## config.mk

```make
export PLATFORM = sky130hd
export DESIGN_NAME = playfair_encryptor
export DESIGN_NICKNAME = d
export VERILOG_FILES = /design/src/rtl/pfe_pkg.sv /design/src/rtl/pfe_front.sv /design/src/rtl/pfe_queue.sv /design/src/rtl/pfe_back.sv /design/src/rtl/playfair_encryptor.sv
export VERILOG_INCLUDE_DIRS = /design/src /design/src/rtl
export SDC_FILE = /design/constraint.sdc
export NUM_CORES = 1
export LEC_CHECK = 0
export BUFFER_PORTS_ARGS = -buffer_cell sky130_fd_sc_hd__clkbuf_2
export CAP_MARGIN = 20
export CORE_ASPECT_RATIO = 0.7
export CORE_MARGIN = 3
export CORE_UTILIZATION = 58
export DETAILED_ROUTE_END_ITERATION = 8
export GPL_TIMING_DRIVEN = 0
export HOLD_SLACK_MARGIN = 0.12
export PLACE_DENSITY_LB_ADDON = 0.25
export SLEW_MARGIN = 20
export SYNTH_ARGS = -nofsm -noshare
export SYNTH_HDL_FRONTEND = slang
export SYNTH_HIERARCHICAL = 1
export SYNTH_SLANG_ARGS = --single-unit
```

## constraint.sdc

```tcl
create_clock -name clk_i -period 3.3 [get_ports clk_i]
set_input_delay 0.165 -clock clk_i [delete_from_list [all_inputs] [get_ports clk_i]]
set_output_delay 0.165 -clock clk_i [all_outputs]
set_load 0.02 [all_outputs]
```

## src/rtl/playfair_encryptor_defines.svh

```systemverilog
// Assertion macros shared by the Playfair encryptor RTL.
// They compile to nothing when SYNTHESIS is defined.
`ifndef PLAYFAIR_ENCRYPTOR_DEFINES_SVH
`define PLAYFAIR_ENCRYPTOR_DEFINES_SVH

`ifndef SYNTHESIS

// A property that must hold at every clock edge out of reset.
`define PFE_ASSERT(name, prop) \
  name: assert property (@(posedge clk_i) disable iff (!rst_ni) (prop)) \
    else $error("playfair_encryptor: assertion failed");

// A same-cycle implication.
`define PFE_ASSERT_IMP(name, ante, cons) \
  name: assert property (@(posedge clk_i) disable iff (!rst_ni) (ante) |-> (cons)) \
    else $error("playfair_encryptor: implication failed");

// A next-cycle implication.
`define PFE_ASSERT_NXT(name, ante, cons) \
  name: assert property (@(posedge clk_i) disable iff (!rst_ni) (ante) |=> (cons)) \
    else $error("playfair_encryptor: next-cycle implication failed");

`else

`define PFE_ASSERT(name, prop)
`define PFE_ASSERT_IMP(name, ante, cons)
`define PFE_ASSERT_NXT(name, ante, cons)

`endif

`endif

```

## src/rtl/pfe_pkg.sv

```systemverilog
package pfe_pkg;

  // Square geometry.
  localparam int SqSize     = 5;
  localparam int LetterW    = 5;
  localparam int PosW       = $clog2(SqSize);
  localparam int RowW       = SqSize * LetterW;

  // Pair queue between the front and the back.
  localparam int QueueDepth = 4;
  localparam int QPtrW      = $clog2(QueueDepth);
  localparam int QCntW      = $clog2(QueueDepth + 1);

  // Configuration register indexes.
  localparam int CfgIdxW = 3;
  typedef enum logic [CfgIdxW-1:0] {
    CfgKeyRow0 = 3'd0,
    CfgKeyRow1 = 3'd1,
    CfgKeyRow2 = 3'd2,
    CfgKeyRow3 = 3'd3,
    CfgKeyRow4 = 3'd4,
    CfgFiller  = 3'd5,
    CfgPad     = 3'd6
  } cfg_idx_e;

  typedef logic [LetterW-1:0] letter_t;

  // Square as rows of cells; cell [r][c] sits at bits c*5 of row r.
  typedef logic [SqSize-1:0][SqSize-1:0][LetterW-1:0] key_sq_t;

  // Reset square L G D B A / Q M H E C / U R N I F / X V S O K / Z Y W T P.
  localparam logic [RowW-1:0] KeyRow0Rst = 25'd36043;
  localparam logic [RowW-1:0] KeyRow1Rst = 25'd2235792;
  localparam logic [RowW-1:0] KeyRow2Rst = 25'd5518900;
  localparam logic [RowW-1:0] KeyRow3Rst = 25'd10963639;
  localparam logic [RowW-1:0] KeyRow4Rst = 25'd16374553;
  localparam letter_t         FillerRst  = 5'd23;
  localparam letter_t         PadRst     = 5'd25;

  typedef struct packed {
    key_sq_t key;
    letter_t filler;
    letter_t pad;
  } cfg_t;

  typedef struct packed {
    logic [PosW-1:0] row;
    logic [PosW-1:0] col;
  } pos_t;

  typedef struct packed {
    logic found;
    pos_t pos;
  } find_t;

  typedef struct packed {
    pos_t first;
    pos_t second;
  } pair_t;

  // One queue entry: the pairs caused by one input item.
  typedef struct packed {
    logic  two_pairs;
    pair_t pair_a;
    pair_t pair_b;
  } job_t;

  typedef struct packed {
    letter_t letter;
    logic    end_of_text;
  } in_item_t;

  typedef struct packed {
    letter_t cipher_letter;
    logic    last_of_run;
  } out_item_t;

  // Position of a code in the square; first hit in row-major order wins,
  // row 0 column 0 when there is none.
  function automatic find_t find_pos(key_sq_t key, letter_t code);
    find_t res;
    res = '0;
    for (int r = SqSize - 1; r >= 0; r--) begin
      for (int c = SqSize - 1; c >= 0; c--) begin
        if (key[r][c] == code) begin
          res.found   = 1'b1;
          res.pos.row = PosW'(r);
          res.pos.col = PosW'(c);
        end
      end
    end
    return res;
  endfunction

  // Step a row or column index by one, wrapping around the square.
  function automatic logic [PosW-1:0] wrap_inc(logic [PosW-1:0] idx);
    logic [PosW-1:0] res;
    res = (idx == PosW'(SqSize - 1)) ? '0 : idx + PosW'(1);
    return res;
  endfunction

endpackage

```

## src/rtl/pfe_front.sv

```systemverilog
`include "playfair_encryptor_defines.svh"

module pfe_front import pfe_pkg::*; (
  input  logic     clk_i,
  input  logic     rst_ni,
  input  cfg_t     cfg_i,
  input  logic     in_valid_i,
  output logic     in_stall_o,
  input  in_item_t in_data_i,
  input  logic     q_full_i,
  output logic     push_o,
  output job_t     job_o
);

  logic    pend_valid_q, pend_valid_d;
  letter_t pend_letter_q, pend_letter_d;
  pos_t    pend_pos_q, pend_pos_d;

  logic  accept;
  find_t hit;
  find_t fill_hit;
  find_t pad_hit;
  pos_t  fill_pos;
  pos_t  pad_pos;

  // The queue is the only thing that holds the front back.
  assign in_stall_o = q_full_i;
  assign accept     = in_valid_i && !q_full_i;

  // Square lookups for the letter, the filler and the pad.
  // A filler or pad outside the square takes row 0, column 0.
  always_comb begin
    hit      = find_pos(cfg_i.key, in_data_i.letter);
    fill_hit = find_pos(cfg_i.key, cfg_i.filler);
    pad_hit  = find_pos(cfg_i.key, cfg_i.pad);
    fill_pos = fill_hit.found ? fill_hit.pos : '0;
    pad_pos  = pad_hit.found ? pad_hit.pos : '0;
  end

  // Digraph forming: decide which pairs this letter completes.
  always_comb begin
    pend_valid_d  = pend_valid_q;
    pend_letter_d = pend_letter_q;
    pend_pos_d    = pend_pos_q;
    push_o        = 1'b0;
    job_o         = '0;
    if (accept) begin
      if (!hit.found) begin
        // Letter not in the square is dropped; end of text flushes the pending one.
        if (in_data_i.end_of_text && pend_valid_q) begin
          push_o       = 1'b1;
          job_o.pair_a = '{first: pend_pos_q, second: pad_pos};
          pend_valid_d = 1'b0;
        end
      end else if (!pend_valid_q) begin
        if (in_data_i.end_of_text) begin
          push_o       = 1'b1;
          job_o.pair_a = '{first: hit.pos, second: pad_pos};
        end else begin
          pend_valid_d  = 1'b1;
          pend_letter_d = in_data_i.letter;
          pend_pos_d    = hit.pos;
        end
      end else if (in_data_i.letter == pend_letter_q) begin
        // Repeated letter: filler completes the pair, the repeat opens the next.
        push_o       = 1'b1;
        job_o.pair_a = '{first: pend_pos_q, second: fill_pos};
        if (in_data_i.end_of_text) begin
          job_o.two_pairs = 1'b1;
          job_o.pair_b    = '{first: hit.pos, second: pad_pos};
          pend_valid_d    = 1'b0;
        end else begin
          pend_letter_d = in_data_i.letter;
          pend_pos_d    = hit.pos;
        end
      end else begin
        push_o       = 1'b1;
        job_o.pair_a = '{first: pend_pos_q, second: hit.pos};
        pend_valid_d = 1'b0;
      end
    end
  end

  // Pending first letter of a pair.
  always_ff @(posedge clk_i or negedge rst_ni) begin
    if (!rst_ni) begin
      pend_valid_q  <= 1'b0;
      pend_letter_q <= '0;
      pend_pos_q    <= '0;
    end else begin
      pend_valid_q  <= pend_valid_d;
      pend_letter_q <= pend_letter_d;
      pend_pos_q    <= pend_pos_d;
    end
  end

  // A pending letter always has a position inside the square.
  `PFE_ASSERT_IMP(a_pend_in_square, pend_valid_q,
                  (pend_pos_q.row < PosW'(SqSize)) && (pend_pos_q.col < PosW'(SqSize)))

endmodule

```

## src/rtl/pfe_queue.sv

```systemverilog
`include "playfair_encryptor_defines.svh"

module pfe_queue import pfe_pkg::*; (
  input  logic clk_i,
  input  logic rst_ni,
  input  logic push_i,
  input  job_t push_data_i,
  output logic full_o,
  input  logic pop_i,
  output logic head_valid_o,
  output job_t head_data_o
);

  job_t              entries_q [QueueDepth];
  logic [QPtrW-1:0]  wr_ptr_q, rd_ptr_q;
  logic [QCntW-1:0]  count_q, count_d;
  logic              do_push, do_pop;

  assign full_o       = (count_q == QCntW'(QueueDepth));
  assign head_valid_o = (count_q != '0);
  assign head_data_o  = entries_q[rd_ptr_q];
  assign do_push      = push_i && !full_o;
  assign do_pop       = pop_i && head_valid_o;

  // Occupancy tracking.
  always_comb begin
    count_d = count_q;
    if (do_push && !do_pop) begin
      count_d = count_q + QCntW'(1);
    end else if (do_pop && !do_push) begin
      count_d = count_q - QCntW'(1);
    end
  end

  always_ff @(posedge clk_i or negedge rst_ni) begin
    if (!rst_ni) begin
      wr_ptr_q <= '0;
      rd_ptr_q <= '0;
      count_q  <= '0;
    end else begin
      count_q <= count_d;
      if (do_push) begin
        wr_ptr_q <= wr_ptr_q + QPtrW'(1);
      end
      if (do_pop) begin
        rd_ptr_q <= rd_ptr_q + QPtrW'(1);
      end
    end
  end

  // Entry storage.
  always_ff @(posedge clk_i) begin
    if (do_push) begin
      entries_q[wr_ptr_q] <= push_data_i;
    end
  end

  `PFE_ASSERT(a_count_bound, count_q <= QCntW'(QueueDepth))
  `PFE_ASSERT(a_no_overflow, !(push_i && full_o))

endmodule

```

## src/rtl/pfe_back.sv

```systemverilog
`include "playfair_encryptor_defines.svh"

module pfe_back import pfe_pkg::*; (
  input  logic      clk_i,
  input  logic      rst_ni,
  input  cfg_t      cfg_i,
  input  logic      head_valid_i,
  input  job_t      head_data_i,
  output logic      pop_o,
  output logic      out_valid_o,
  input  logic      out_stall_i,
  output out_item_t out_data_o
);

  logic [1:0] step_q;
  logic       out_valid_q;
  out_item_t  out_q;

  logic    load;
  logic    last_step;
  pair_t   cur_pair;
  pos_t    self_pos, other_pos;
  letter_t cipher;

  // Step 0/1 are the letters of the first pair, 2/3 those of the second.
  assign cur_pair  = step_q[1] ? head_data_i.pair_b : head_data_i.pair_a;
  assign self_pos  = step_q[0] ? cur_pair.second : cur_pair.first;
  assign other_pos = step_q[0] ? cur_pair.first  : cur_pair.second;
  assign last_step = head_data_i.two_pairs ? (step_q == 2'd3) : (step_q == 2'd1);

  // Playfair rules: same row goes right, same column goes down, else swap columns.
  always_comb begin
    if (cur_pair.first.row == cur_pair.second.row) begin
      cipher = cfg_i.key[self_pos.row][wrap_inc(self_pos.col)];
    end else if (cur_pair.first.col == cur_pair.second.col) begin
      cipher = cfg_i.key[wrap_inc(self_pos.row)][self_pos.col];
    end else begin
      cipher = cfg_i.key[self_pos.row][other_pos.col];
    end
  end

  // Output register takes from the queue head whenever empty or being transferred.
  assign load  = head_valid_i && (!out_valid_q || !out_stall_i);
  assign pop_o = load && last_step;

  always_ff @(posedge clk_i or negedge rst_ni) begin
    if (!rst_ni) begin
      step_q      <= '0;
      out_valid_q <= 1'b0;
    end else begin
      if (load) begin
        step_q      <= last_step ? 2'd0 : step_q + 2'd1;
        out_valid_q <= 1'b1;
      end else if (!out_stall_i) begin
        out_valid_q <= 1'b0;
      end
    end
  end

  always_ff @(posedge clk_i) begin
    if (load) begin
      out_q <= '{cipher_letter: cipher, last_of_run: last_step};
    end
  end

  assign out_valid_o = out_valid_q;
  assign out_data_o  = out_q;

  // A partly emitted entry stays at the head of the queue.
  `PFE_ASSERT_IMP(a_step_has_head, step_q != 2'd0, head_valid_i)
  // A single-pair entry never reaches the second-pair steps.
  `PFE_ASSERT_IMP(a_single_steps, head_valid_i && !head_data_i.two_pairs, !step_q[1])

endmodule

```

## src/rtl/playfair_encryptor.sv

```systemverilog
// Playfair encryptor: takes one plaintext letter (A=0..Z=25) per transfer and
// returns cipher letters in digraph order, with last_of_run marking the final
// letter caused by each input. A front stage looks up the letter in the key
// square, forms pairs (filler between repeats, pad after an odd final letter,
// letters outside the square dropped) and writes one entry per productive
// letter into a four-entry pair queue. A back stage reads the square again and
// sends one cipher letter per cycle, while the output is not stalled, through
// an output register. The input takes a letter every cycle while the queue has
// room; output bandwidth is one letter per cycle, so ordinary text streams at
// one letter per cycle, and runs of repeated letters, which give two results
// each, fill the queue and then hold the input back to the output's pace. The
// results of a transfer pass through the pair queue and then the output
// register. Configuration is a plain write port and takes effect at once;
// write it only while the block is idle.
module playfair_encryptor import pfe_pkg::*; (
  input  logic                 clk_i,
  input  logic                 rst_ni,
  input  logic                 cfg_we_i,
  input  logic [CfgIdxW-1:0]   cfg_idx_i,
  input  logic [RowW-1:0]      cfg_wdata_i,
  input  logic                 in_valid_i,
  output logic                 in_stall_o,
  input  in_item_t             in_data_i,
  output logic                 out_valid_o,
  input  logic                 out_stall_i,
  output out_item_t            out_data_o
);

  cfg_t cfg_q;
  logic q_full;
  logic push;
  job_t push_job;
  logic pop;
  logic head_valid;
  job_t head_job;

  // Configuration registers.
  always_ff @(posedge clk_i or negedge rst_ni) begin
    if (!rst_ni) begin
      cfg_q.key[0] <= KeyRow0Rst;
      cfg_q.key[1] <= KeyRow1Rst;
      cfg_q.key[2] <= KeyRow2Rst;
      cfg_q.key[3] <= KeyRow3Rst;
      cfg_q.key[4] <= KeyRow4Rst;
      cfg_q.filler <= FillerRst;
      cfg_q.pad    <= PadRst;
    end else if (cfg_we_i) begin
      case (cfg_idx_i) inside
        CfgKeyRow0, CfgKeyRow1, CfgKeyRow2, CfgKeyRow3, CfgKeyRow4: begin
          cfg_q.key[cfg_idx_i] <= cfg_wdata_i;
        end
        CfgFiller: begin
          cfg_q.filler <= cfg_wdata_i[LetterW-1:0];
        end
        CfgPad: begin
          cfg_q.pad <= cfg_wdata_i[LetterW-1:0];
        end
        default: begin
        end
      endcase
    end
  end

  pfe_front u_front (
    .clk_i      (clk_i),
    .rst_ni     (rst_ni),
    .cfg_i      (cfg_q),
    .in_valid_i (in_valid_i),
    .in_stall_o (in_stall_o),
    .in_data_i  (in_data_i),
    .q_full_i   (q_full),
    .push_o     (push),
    .job_o      (push_job)
  );

  pfe_queue u_queue (
    .clk_i        (clk_i),
    .rst_ni       (rst_ni),
    .push_i       (push),
    .push_data_i  (push_job),
    .full_o       (q_full),
    .pop_i        (pop),
    .head_valid_o (head_valid),
    .head_data_o  (head_job)
  );

  pfe_back u_back (
    .clk_i        (clk_i),
    .rst_ni       (rst_ni),
    .cfg_i        (cfg_q),
    .head_valid_i (head_valid),
    .head_data_i  (head_job),
    .pop_o        (pop),
    .out_valid_o  (out_valid_o),
    .out_stall_i  (out_stall_i),
    .out_data_o   (out_data_o)
  );

endmodule
```

# Word level (Yosys, flattened, before mapping)
# Memory sizes are Yosys's and may differ from the RTL's.
# Cells that the tools add are included.
# op_classes
add_sub_neg,7
order_cmp,7
n_eq_ne,91
muxes,133
bitwise,2
reduce_logical,25
# op_table
op,n
7-bit 2-to-1 mux,75
5-bit equality test,76
25-bit binary-select mux with 3-bit select,2
125-bit bitwise mux,1
25-bit 2-to-1 mux,4
12-bit 2-to-1 mux,8
25-bit demux with 3-bit select,1
5-bit binary-select mux with 3-bit select,3
6-bit 2-to-1 mux,7
5-bit 2-to-1 mux,8
"3-bit by 4-bit < comparator with 1-bit output, second input constant",6
"3-bit equality test, second input constant",6
1-bit 2-to-1 mux,18
3-bit 2-to-1 mux,5
"3-bit by 1-bit adder with 3-bit output, second input constant",3
1-bit logical AND,9
"2-bit by 1-bit adder with 2-bit output, second input constant",3
"3-bit by 2-bit equality test with 1-bit output, second input constant",2
3-bit equality test,2
3-bit AND reduction,2
1-bit logical NOT,5
5-bit OR reduction,1
2-bit AND reduction,2
4-bit AND reduction,1
other kinds (13),15
# word_totals
reg_bits,163
ramBits,100
in_bits,39
output_inout_bits,8
wordCells,304
memories,1
# mem_list
memory,depth,width,read_ports,rd_clocked_by_memory_dff,wr,line,rtl
u_queue.entries_q,4,25,1,0,1,pfe_queue.sv:14,job_t entries_q [QueueDepth];

# Logic depth before layout (Yosys ltp)
# depth
word_depth,33
mapped_depth,19
ltp_nobuf,15

# Cells and area by module
# Netlist, hierarchy kept.
# by_module_without_submodules
mod,instances,cells_per_inst,area_each_um2,seq_area_each_um2
pfe_front,1,857,6511.2,300.3
playfair_encryptor,1,290,5207.5,3455.8
pfe_queue,1,166,4080.2,3178.0
pfe_back,1,429,3493.4,255.2

# Least setup slack after synthesis
# Ideal clock, no wire load.
# synth_path
path_kind,register -> register
start,register u_queue.rd_ptr_q[0]
end,register u_back.out_q (netlist bit u_back/out_data_o[3]) (data pin)
setup_ns,0.261
arrival_ns,3.341
t_required_ns,3.039
setup_slack_ns,-0.301
stages_incl_launch_ff,18
path_buffers,5
period_less_slack_ns,3.601
path_cell_list,dfrtp_1 buf_6 buf_12 mux4_2 mux2i_1 mux2_2 inv_2 buf_2 buf_2 ha_1 nor2_1 mux2i_2 nand2b_1 buf_2 o22ai_1 nor3_1 o31ai_1 o32a_1
# synth_lines
item,line,rtl
from (decl),pfe_queue.sv:15,"logic [QPtrW-1:0] wr_ptr_q, rd_ptr_q;"
from (signal assigned),pfe_queue.sv:46,rd_ptr_q <= rd_ptr_q + QPtrW'(1);
to (signal assigned),pfe_back.sv:62,"out_q <= '{cipher_letter: cipher, last_of_run: last_step};"
to (decl),pfe_back.sv:17,out_item_t out_q;

==> results.toml <==
[run_status]
outcome = "complete, but fails checks"
violations = "setup timing"

[logic_synthesis]
synthCells = 1742
ys.flop_type = "edfxtp_1"
synth_fa_ha_area_share_pct = 0.7393
avgSynthCellArea_um2 = 11.07
ys_async_sr_fraction_pct = 59.70
synthMuxAreaShare_pct = 19.09
synth-edff-count = 106
synth_seq_area_share_pct = 37.27
ys_ff_latch = 263
synth-compound-area-share_pct = 7.912
yosys_warnings = 6
synthXorXnorAreaFrac_pct = 18.20
netlist_area_mm2 = 0.01929
synth_simple_gate_area_share_pct = 12.30
synth_nets = 1791
synth_top_family_by_area = "multiplexers"
ys_types = 98

[placed_design]
dp_hpwl_mm = 57.03
gp_congestion = 1.062
dp_cells = 2211
portBuffers = 40

[worst_setup_path]
cp_slowest_cell = "mux4_2"
worst_ep_required_time_ps = 3670
critPathMaxStageDelay_ps = 630
cp-end-kind = "register"
crit_path_start_kind = "register"
cp_cell_sequence = "buf_12, buf_12, mux4_2, mux4_2, buf_6, nor2b_1, buf_4, a22oi_1, o22a_1, o311ai_1, a31oi_1, a31oi_1"
cp.arrival_ps = 4260
crit_type = "register to register"
worstPathMaxFanout = 10

[timing]
clock.fmax_ghz = 0.2567
hold_slack_ps = 178.4
layout_min_cycle_time_ps = 3896
maxSlewHeadroom_pct = 37.67
rsz0062_at_grt = "true"
setup_slack_ps = -595.5
finalMaxSlewViolations = 0
worstMarginPinSlew_ps = 931.0
skew_ps = 37.14
period_share_pct = 118.0
final_hold_viol_count = 0
finalSetupViolations = 6

[global_routing]
grtUsageTotal_pct = 44.11
grt_pass1_wl_mm = 111.4
grt_antenna_before_repair = 3
grt_overflow = 0
grt_max_degree = 80
grt_pass1_vias = 15760

[finish]
instances_no_fill = 2376
diodes = 0
num-nets-final = 1977
drive_gt1_share_pct = 36.94
utilization_pct = 70.59
area_growth_pct = 19.11

[route]
drc = 0
routedWlPerCell_um = 33.69
dr.max_layer_used = "met5"
wl_met1_mm = 31.93
drtPass1Iterations = 6
met3_length_mm = 13.88
routed_wl_mm = 80.05
drt_iter0_markers = 2699
via_count = 16810
wl_met2_mm = 31.07
drtAntennaViolNets = 0
via_per_inst = 7.073

[min_path]
hp-class = "input pin to register"

[clock_network]
cts_tree = "yes"
insertion_delay_ps = 590
path_clk_slew_ps = 70
clkSinkCount = 263
cts_made_buffers = 27
cts.root.buffer_cell = "clkbuf_16"
ctsHtreeMaxLevel = 1
clock_tree.buffer_depth = 3

[die]
die_w_um = 224.0
design.die.area_mm2 = 0.03552
initial_core_util_pct = 59.27
row_count = 55
pin_count = 47
core_mm2 = 0.03255
die_h_um = 158.6

[flow_run]
max_cap_viol_count = 0

[power]
ir_drop_v = 0.0006732
total_power_mw = 26.05
power_density_mw_per_mm2 = 1134
p_leak_nw = 8.905
worst max-delay path: cells and delay by family, from the launching register on:
family,cells,cell delay (ps)
multiplexers,2,1220
AO/OA/AOI/OAI,5,1180
buffers and inverters,4,710
flip-flops,1,420
AND/OR/NAND/NOR,1,160
layer usage:
metal | track usage, % | vias up
met5 | 0 | -
met4 | 14.85 | 2
met3 | 20.97 | 227
met2 | 59.10 | 1437
met1 | 62.35 | 8402
li1 | - | 6738
kinds of logic (layout without fill, tap and decap cells):
| kind of cell | Yosys count | in the layout |
|---|---|---|
| and+or+nand+nor | 435 | 435 |
| xor gates and xnor gates | 401 | 401 |
| muxes | 286 | 286 |
| DFF | 263 | 263 |
| AOI/OAI and AO/OA | 217 | 217 |
| buffers and inverters | 129 | 336 |
| adders and majority gates | 11 | 11 |
worst paths after layout:
kind                                            startpoint                             end  slack [ps]  cells past startpoint
min reg2reg                 u_queue/count_q[2]$_DFFE_PN0P_  u_queue/count_q[2]$_DFFE_PN0P_         480                      1
max                        u_queue/rd_ptr_q[0]$_DFFE_PN0P_  u_back/out_data_o[2]$_DFFE_PP_        -600                     12
min in group asynchronous                           rst_ni           cfg_q[60]$_DFFE_PN0P_         220                      2
max reg2reg                u_queue/rd_ptr_q[0]$_DFFE_PN0P_  u_back/out_data_o[2]$_DFFE_PP_        -600                     12
min                                           cfg_idx_i[2]           cfg_q[19]$_DFFE_PN0P_         180                      3
max in group asynchronous                           rst_ni          cfg_q[126]$_DFFE_PN1P_        2160                      3
synth_stat cells (7+ instances only):
cell / number / area [µm²]
dfrtp_1: 95 / 2377
o31ai_1: 8 / 60.06
and3_1: 12 / 75.07
mux4_1: 7 / 183.9
xor2_1: 214 / 1874
nand2_1: 68 / 255.2
nand3_1: 100 / 500.5
a21oi_1: 41 / 205.2
nor4_1: 10 / 62.56
buf_2: 39 / 195.2
mux2i_1: 71 / 710.7
a31oi_1: 10 / 62.56
ha_1: 9 / 112.6
or3_1: 9 / 56.30
buf_4: 13 / 97.59
o21ai_0: 37 / 185.2
a22oi_1: 17 / 127.6
mux4_2: 34 / 765.7
buf_6: 32 / 360.4
mux2_2: 157 / 1768
o211ai_1: 10 / 75.07
nand2b_1: 15 / 93.84
inv_1: 18 / 67.56
nand4_1: 14 / 87.58
and2_1: 15 / 93.84
nor2_1: 51 / 191.4
nor3_1: 79 / 395.4
mux2_4: 13 / 195.2
edfxtp_1: 106 / 3183
o2bb2ai_1: 7 / 61.31
xnor2_1: 187 / 1638
clkbuf_1: 19 / 71.32
o22ai_1: 16 / 100.1
nor2b_1: 14 / 87.58
dfstp_2: 62 / 1629
repair_timing:
item	4_1_cts	5_1_grt
pin swaps	22	45
buffers inserted	66	27
hold buffers	27	0
gates cloned	1	2
endpoints found under the hold margin	211	0
endpoints found under the setup margin	164	143
resized for setup	151	80
registers in the layout, indices dropped and copies added (netlist names):
register               count
u_back/step_q              2
u_back/out_valid_o         1
u_queue/rd_ptr_q           2
u_front/pend_pos_q         6
u_back/out_data_o          6
u_queue/entries_q        100
u_front/pend_valid_q       1
u_queue/wr_ptr_q           2
u_front/pend_letter_q      5
cfg_q                    135
u_queue/count_q            3
where the power goes:
part / internal, mW / switching [mW]
clock: 1.96 / 1.38
combinational: 7.25 / 9.73
sequential: 4.38 / 1.34
total: 13.6 / 12.5
cell type report:
class | instances | area (µm²)
sequential | 263 | 7256
buffer | 101 | 912.1
timing repair buffer | 165 | 1336
inverter | 20 | 80.08
fill | 2318 | 9572
clock buffer | 32 | 724.4
clock inverter | 18 | 229.0
tap | 427 | 534.3
multi-input combinational | 1350 | 11910
cell usage in the layout (no fill, tap or decap), types with 10 or more instances in the layout:
cell type,count
xnor2_1,185
nand2b_1,14
edfxtp_1,106
clkbuf_2,42
and3_1,12
o211ai_1,10
a21oi_1,33
dlygate4sd3_1,27
buf_4,104
xor2_1,210
mux2i_1,69
nand3_1,90
and2_1,10
dfrtp_2,47
buf_6,39
mux4_2,38
dfstp_2,60
nand2_1,65
clkbuf_1,10
a22oi_1,16
nor2_1,47
buf_2,19
nor2b_1,11
o21ai_0,34
nand4_1,14
clkbuf_16,29
inv_1,16
nand3_2,11
mux2_2,156
nor3_1,60
dfrtp_1,48
nor3_2,16
o22ai_1,13
mux2_4,14
stage by stage:
step | instance area [µm²] | TNS (ps) | worst slack [ps]
6_report | 22980 | -2858 | -595.5
5_1_grt | 22980 | -3185 | -622.3
4_1_cts | 22470 | -2345 | -493.0
3_5_place_dp | 20170 | -66100 | -1316
3_3_place_gp | 20120 | -166680 | -1310
2_1_floorplan | 19380 | -521.2 | -114.6
Note: power is estimated with default switching activity, not from simulation.
